==> config.mk <==
export PLATFORM = sky130hd
export DESIGN_NAME = otq_cell
export DESIGN_NICKNAME = d
export VERILOG_FILES = /design/src/design/assert_macros.svh /design/src/design/otq_pkg.sv /design/src/design/otq_cell.sv
export SDC_FILE = /design/constraint.sdc
export NUM_CORES = 1
export LEC_CHECK = 0
export BUFFER_PORTS_ARGS = -buffer_cell sky130_fd_sc_hd__buf_2
export CORE_AREA = 2 2 160 162
export DETAILED_ROUTE_END_ITERATION = 10
export DIE_AREA = 0 0 162 164
export PLACE_DENSITY_LB_ADDON = 0.08
export SETUP_SLACK_MARGIN = 0.2
export SLEW_MARGIN = 20
export SYNTH_ARGS = -nofsm -noshare
export SYNTH_HDL_FRONTEND = slang
export SYNTH_SLANG_ARGS = --single-unit
==> constraint.sdc <==
create_clock -name clk -period 3.65 [get_ports clk]
set_clock_uncertainty 0.1 [all_clocks]
set_input_delay 0.1825 -clock clk [delete_from_list [all_inputs] [get_ports clk]]
set_output_delay 0.1825 -clock clk [all_outputs]
set_load 0.02 [all_outputs]
==> src/design/assert_macros.svh <==
// ---------------------------------------------------------------------------
// assertion macros used by ordered_timer_queue
// ---------------------------------------------------------------------------
`ifndef ASSERT_MACROS_SVH
`define ASSERT_MACROS_SVH

// property must hold at every rising clock edge out of reset
`define ASSERT_ALWAYS(lbl, clk, rst_n, expr) \
    lbl: assert property (@(posedge clk) disable iff (!rst_n) (expr)) \
        else $error("assertion failed");

// consequent must hold in the same cycle as the antecedent
`define ASSERT_IMPLIES(lbl, clk, rst_n, ante, cons) \
    lbl: assert property (@(posedge clk) disable iff (!rst_n) (ante) |-> (cons)) \
        else $error("assertion failed");

`endif

==> src/design/otq_pkg.sv <==
// ---------------------------------------------------------------------------
// otq_pkg
// types, codes and constants of the ordered timer queue
// ---------------------------------------------------------------------------
package otq_pkg;

    localparam int CAPACITY_DEF = 16;
    localparam int EXP_W        = 48;
    localparam int ID_W         = 32;
    localparam int DUR_W        = 32;
    localparam int CNT_OUT_W    = 5;

    localparam logic [1:0] OP_TICK  = 2'd0;
    localparam logic [1:0] OP_ADD   = 2'd1;
    localparam logic [1:0] OP_DEL   = 2'd2;
    localparam logic [1:0] OP_CHECK = 2'd3;

    localparam logic [1:0] STATUS_OK   = 2'd0;
    localparam logic [1:0] STATUS_MISS = 2'd1;
    localparam logic [1:0] STATUS_FULL = 2'd2;

    localparam logic [EXP_W-1:0] TIME_MAX = '1;

    // expiry in the upper bits, so a plain compare orders by expiry then id
    typedef struct packed {
        logic [EXP_W-1:0] expire;
        logic [ID_W-1:0]  id;
    } key_t;

    typedef struct packed {
        logic valid;
        key_t key;
    } cell_t;

    // broadcast to every cell for one update
    typedef struct packed {
        logic ins;
        logic rem;
        logic pop;
    } cmd_t;

    function automatic logic key_before(input key_t a, input key_t b);
        return a < b;
    endfunction

endpackage

==> src/design/otq_cell.sv <==
// ---------------------------------------------------------------------------
// otq_cell
// one slot of the sorted timer row; shifts right on insert, left on remove
// ---------------------------------------------------------------------------
module otq_cell (
    input  logic           clk,
    input  logic           rst_n,
    input  otq_pkg::key_t  key,
    input  otq_pkg::cmd_t  cmd,
    input  otq_pkg::cell_t left,
    input  logic           left_ins,
    input  otq_pkg::cell_t right,
    output otq_pkg::cell_t cur,
    output otq_pkg::cell_t nxt,
    output logic           ins_here,
    output logic           match
);
    import otq_pkg::*;

    logic valid_reg;
    key_t key_reg;
    logic at_or_after;

    assign cur.valid = valid_reg;
    assign cur.key   = key_reg;

    assign ins_here    = !valid_reg || key_before(key, key_reg);
    assign at_or_after = valid_reg && !key_before(key_reg, key);
    assign match       = valid_reg && (key_reg == key);

    always_comb
    begin
        nxt = cur;
        if (cmd.ins && ins_here)
        begin
            if (left_ins)
                nxt = left;
            else
            begin
                nxt.valid = 1'b1;
                nxt.key   = key;
            end
        end
        else if ((cmd.rem && at_or_after) || cmd.pop)
        begin
            nxt = right;
        end
    end

    always_ff @(posedge clk or negedge rst_n)
    begin
        if (!rst_n)
            valid_reg <= 1'b0;
        else
            valid_reg <= nxt.valid;
    end

    always_ff @(posedge clk)
    begin
        key_reg <= nxt.key;
    end

endmodule

# After elaboration in Yosys (flattened, before gate mapping)
# Cells that the tools add are included.
# totals
regBits,81
input_bits,248
out_inout_bits,164
# op_classes
order_cmp,2
n_eq_ne,1
mux,3
n_reduce_logical,8
# ops
operator,count
81-bit two-way mux,3
80-bit less-than comparator,2
80-bit == test,1
1-bit logical AND,4
1-bit zero test,2
1-bit logical OR,2

# Logic depth before layout (Yosys ltp)
# depth
word_depth,7
ltp_mapped,12
ltp_nobuf,10

# Worst setup path before layout
# OpenSTA, ideal clock, no wires.
# synth_timing
path_kind,reg-to-output
start,"register key_reg, in the netlist cur[23]"
end,output nxt[70] (netlist name)
t_arrival_ns,2.971
required_time_ns,3.367
slack_ns,0.396
stages_incl_launch_ff,12
path_cell_list,dfxtp_1 ha_1 a21oi_1 o21ai_1 a2111o_1 o311ai_1 nand3b_1 o21ai_2 buf_2 buf_4 nand3b_1 a31oi_1
# synth_rtl
element,line,rtl
from (decl),otq_cell.sv:21,key_t key_reg;
from (signal assigned),otq_cell.sv:60,key_reg <= nxt.key;
to (decl),otq_cell.sv:14,"output otq_pkg::cell_t nxt,"

==> impl_metrics.xml <==
<?xml version="1.0" encoding="UTF-8"?>
<metrics>
  <group name="clock_tree">
    <metric name="tritoncts_num_sinks" unit="">81</metric>
    <metric name="ctsRootBufferMaster" unit="">sky130_fd_sc_hd__clkbuf_16</metric>
    <metric name="cts.path.max_buffers" unit="">2</metric>
    <metric name="tritoncts" unit="">built</metric>
    <metric name="clk-insertion-delay-late" unit="ps">350</metric>
    <metric name="total_cts_buffers" unit="">9</metric>
    <metric name="cts_max_level" unit="">3</metric>
    <metric name="cts.clk_slew.worst_paths" unit="ps">80</metric>
  </group>
  <group name="cells_and_area">
    <metric name="layout.nets" unit="">1658</metric>
    <metric name="postLayoutCellArea" unit="um2">12100</metric>
    <metric name="multi_input_gate_area" unit="um2">5440</metric>
    <metric name="stdcell_count" unit="">1666</metric>
    <metric name="final.fill_count" unit="">2494</metric>
    <metric name="syn2layout_area_growth" unit="%">87.7</metric>
    <metric name="drive_above_1_share" unit="%">54.1</metric>
    <metric name="largest_register_ff_count" unit="">80</metric>
    <metric name="register_area" unit="um2">1660</metric>
    <metric name="final_core_utilization" unit="%">48.9</metric>
  </group>
  <group name="critical_path">
    <metric name="cp.arrival" unit="ps">3470</metric>
    <metric name="critPathTopFamily" unit="">buffers and inverters</metric>
    <metric name="nature_of_the_critical_path_endpoint" unit="">primary output</metric>
    <metric name="critPathLaunchType" unit="">flip-flop</metric>
    <metric name="cell_count_of_the_worst_reg_to_reg_path" unit="">21</metric>
    <metric name="critPathRequiredTime" unit="ps">3370</metric>
    <metric name="max_stage_delay" unit="ps">340</metric>
    <metric name="timing.critical_path.slowest_stage_cell" unit="">sky130_fd_sc_hd__dfxtp_2</metric>
    <metric name="crit_chain" unit="">ha_4 &gt; nand4_1 &gt; buf_4 &gt; nor4_4 &gt; buf_4 &gt; and3_4 &gt; buf_6 &gt; o311ai_4 &gt; nand3b_1 &gt; buf_6 &gt; o31ai_4 &gt; buf_6 &gt; buf_16 &gt; buf_12 &gt; buf_16 &gt; a31oi_1 &gt; buf_4 &gt; buf_6</metric>
    <metric name="timing_worst_setup_path_type" unit="">reg2out</metric>
    <metric name="cp_common_cell" unit="">sky130_fd_sc_hd__buf_6</metric>
    <metric name="crit_buf_inv" unit="">10</metric>
    <metric name="regToRegSetupSlack" unit="ps">50</metric>
    <metric name="regToRegStartpoint" unit="">cur[75]</metric>
    <metric name="reg2reg_to" unit="">cur[6]</metric>
    <metric name="crit_path_max_fanout" unit="">8</metric>
  </group>
  <group name="routing">
    <metric name="wl_met1" unit="um">14300</metric>
    <metric name="postRouteWirelength" unit="um">34800</metric>
    <metric name="wl_met3" unit="um">2550</metric>
    <metric name="ant_nets" unit="">0</metric>
    <metric name="highest-signal-layer" unit="">met5</metric>
    <metric name="initialDrtViolationCount" unit="">503</metric>
    <metric name="drt-wirelength-per-cell" unit="um">20.9</metric>
    <metric name="detailroute.wirelength.met2" unit="um">17100</metric>
    <metric name="initial_drt_pass_iterations" unit="">5</metric>
    <metric name="dr_total_vias" unit="">8589</metric>
    <metric name="via_per_inst" unit="">5.16</metric>
    <metric name="drc_errors" unit="">0</metric>
  </group>
  <group name="place">
    <metric name="pre_cts_worst_setup_slack" unit="ps">6.41</metric>
    <metric name="detailedPlacementHpwl" unit="um">22600</metric>
    <metric name="placed_area" unit="um2">9020</metric>
    <metric name="numPortBuffers" unit="">411</metric>
    <metric name="last_weighted_congestion_value_of_the_routability_driven_placer" unit="">0.824</metric>
    <metric name="placed_cells" unit="">1554</metric>
  </group>
  <group name="die">
    <metric name="design.die.area" unit="um2">26600</metric>
    <metric name="initial_core_utilization" unit="%">26.1</metric>
    <metric name="std_cell_rows" unit="">58</metric>
    <metric name="floorplan.die.width" unit="um">162</metric>
    <metric name="design.core.area" unit="um2">24800</metric>
    <metric name="io-pin-count" unit="">412</metric>
    <metric name="chipHeight" unit="um">164</metric>
  </group>
  <group name="logic_synthesis">
    <metric name="synth_warnings" unit="">0</metric>
    <metric name="netlist_top_cells_area" unit="">sky130_fd_sc_hd__dfxtp_1, sky130_fd_sc_hd__ha_1, sky130_fd_sc_hd__a211oi_1, sky130_fd_sc_hd__nand3b_1, sky130_fd_sc_hd__a31oi_1</metric>
    <metric name="yosys.cell_types.count" unit="">42</metric>
    <metric name="synth_cells" unit="">854</metric>
    <metric name="synth-main-ff-cell" unit="">sky130_fd_sc_hd__dfxtp_1</metric>
    <metric name="synth_area_per_cell" unit="um2">7.58</metric>
    <metric name="synth_sequential_area_ratio" unit="%">25.1</metric>
    <metric name="number_of_enable_flip_flop_cells_after_synthesis" unit="">0</metric>
    <metric name="synth.ff_latch_count" unit="">81</metric>
    <metric name="async_sr_flop_fraction" unit="%">1.23</metric>
    <metric name="yosys.cell_count.top_type" unit="">sky130_fd_sc_hd__nor2_1</metric>
    <metric name="netlist.top_cell.by_area" unit="">sky130_fd_sc_hd__dfxtp_1</metric>
    <metric name="synth.cell_area" unit="um2">6470</metric>
    <metric name="synth.top_cell.area_share" unit="%">24.8</metric>
    <metric name="mappedNetlistNets" unit="">1182</metric>
    <metric name="synth_common_cells" unit="">sky130_fd_sc_hd__nor2_1, sky130_fd_sc_hd__inv_1, sky130_fd_sc_hd__a211oi_1</metric>
  </group>
  <group name="grt">
    <metric name="grt_pass1_wl" unit="um">48200</metric>
    <metric name="grt_pass1_vias" unit="">8338</metric>
    <metric name="grt_start_max_net_pins" unit="">90</metric>
    <metric name="grt.overflow.total" unit="">0</metric>
    <metric name="global_route.usage.total" unit="%">23.6</metric>
    <metric name="antenna_found_initial" unit="">3</metric>
  </group>
  <group name="sta">
    <metric name="relSlewSlack" unit="%">44.4</metric>
    <metric name="final-hold-violation-count" unit="">0</metric>
    <metric name="final_worst_path_period_need" unit="ps">3750</metric>
    <metric name="rsz0062_at_grt" unit="">yes</metric>
    <metric name="final_min_period_over_clock_period" unit="%">103</metric>
    <metric name="final-setup-viol-count" unit="">73</metric>
    <metric name="tightest_slew" unit="ps">833</metric>
    <metric name="finalHoldWorstSlack" unit="ps">22.6</metric>
    <metric name="post-route-worst-setup-slack" unit="ps">-103</metric>
    <metric name="timing.fmax" unit="GHz">0.266</metric>
    <metric name="final_max_slew_viol_count" unit="">0</metric>
    <metric name="setup_tns" unit="ps">-3250</metric>
  </group>
  <group name="power_and_ir_drop">
    <metric name="vdd.ir_drop.worst" unit="V">0.000341</metric>
    <metric name="p_total" unit="mW">9.35</metric>
    <metric name="combPwrFrac" unit="%">71.1</metric>
    <metric name="power_density" unit="nW/um2">770</metric>
    <metric name="power_leakage" unit="nW">5.51</metric>
    <metric name="switching_share" unit="%">47.9</metric>
    <metric name="share_clk_of_total_power" unit="%">9.9</metric>
    <metric name="power.share.sequential" unit="%">19.1</metric>
    <metric name="internal_power" unit="mW">4.87</metric>
    <metric name="p_sw" unit="mW">4.48</metric>
  </group>
  <group name="outcome">
    <metric name="violated_checks" unit="">negative setup slack</metric>
    <metric name="result_of_the_run" unit="">finished, violations left</metric>
  </group>
  <group name="min_path">
    <metric name="min_to" unit="">cur[69]</metric>
    <metric name="whs_path_depth" unit="">3</metric>
    <metric name="hold_path_startpoint" unit="">right[69]</metric>
    <metric name="min_path_type" unit="">in2reg</metric>
  </group>
  <group name="run">
    <metric name="timing.max_cap.violations" unit="">0</metric>
  </group>
</metrics>
==> cell families (layout without fill, tap and decap cells) <==
group	Yosys count	in the layout	synth area share, %
AOI/OAI and AO/OA	310	310	30.1
adders and majority gates	80	80	15.5
buffers and inverters	153	634	9.38
DFF	81	81	25.1
muxes	1	1	0.174
other	0	1	0
and+or+nand+nor	229	229	19.7
==> cells in the final DEF, fill, tap and decap left out, types with 43 or more instances in the layout <==
| master | n |
|---|---|
| sky130_fd_sc_hd__buf_4 | 111 |
| sky130_fd_sc_hd__ha_1 | 64 |
| sky130_fd_sc_hd__buf_2 | 336 |
| sky130_fd_sc_hd__a211oi_2 | 60 |
| sky130_fd_sc_hd__a31oi_1 | 49 |
| sky130_fd_sc_hd__dfxtp_1 | 64 |
| sky130_fd_sc_hd__inv_1 | 83 |
| sky130_fd_sc_hd__nand3b_1 | 80 |
| sky130_fd_sc_hd__o21ai_0 | 51 |
| sky130_fd_sc_hd__buf_6 | 43 |
| sky130_fd_sc_hd__nor2_1 | 85 |
==> layer usage <==
metal | global-route usage (%) | up-vias
met3 | 4.87 | 46
met1 | 28.7 | 4068
met2 | 42.2 | 363
met4 | 6.40 | 2
li1 | - | 4110
met5 | 0 | -
==> power groups by stage <==
stage	Clock (mW)	Combinational [mW]	Sequential [mW]
final	0.921	6.64	1.78
after global routing	0.977	7.07	1.84
after CTS	0.948	5.78	1.77
after detailed placement	0	4.48	1.75
after global placement	0	4.50	1.76
after floorplan	0	2.24	2.14
==> worst min-delay path: stages <==
cell                      delay (ps)
sky130_fd_sc_hd__buf_2           100
sky130_fd_sc_hd__o21ai_2          40
sky130_fd_sc_hd__a31oi_1          90
==> layout make-up <==
type                    count  area share, %
clock buffers              12           2.03
clock inverters             4          0.237
inverters                  83           2.57
diodes                      1         0.0206
multi-input cells         620           44.8
well taps                 330           3.40
repair buffers            535           33.3
flip-flops and latches     81           13.6
==> repair_timing <==
action / 4_1_cts / 5_1_grt
hold buffers: 1 / 0
endpoints found under the setup margin: 81 / 89
pin swaps: 55 / 65
gates resized for setup: 207 / 170
gates cloned: 12 / 11
endpoints found under the hold margin: 1 / 0
setup buffers: 56 / 15
==> how the worst max path moves through the flow <==
stage | from | endpoint | slack, ps | depth (start not counted)
final | cur[75] | nxt[51] | -100 | 18
after detailed placement | cur[23] | nxt[10] | 6 | 12
after global placement | cur[23] | nxt[10] | -70 | 12
after CTS | cur[75] | nxt[75] | -70 | 18
after global routing | cur[43] | nxt[47] | -230 | 14
after floorplan | cur[23] | nxt[70] | 400 | 11
Note: power is estimated with default switching activity, not from simulation.
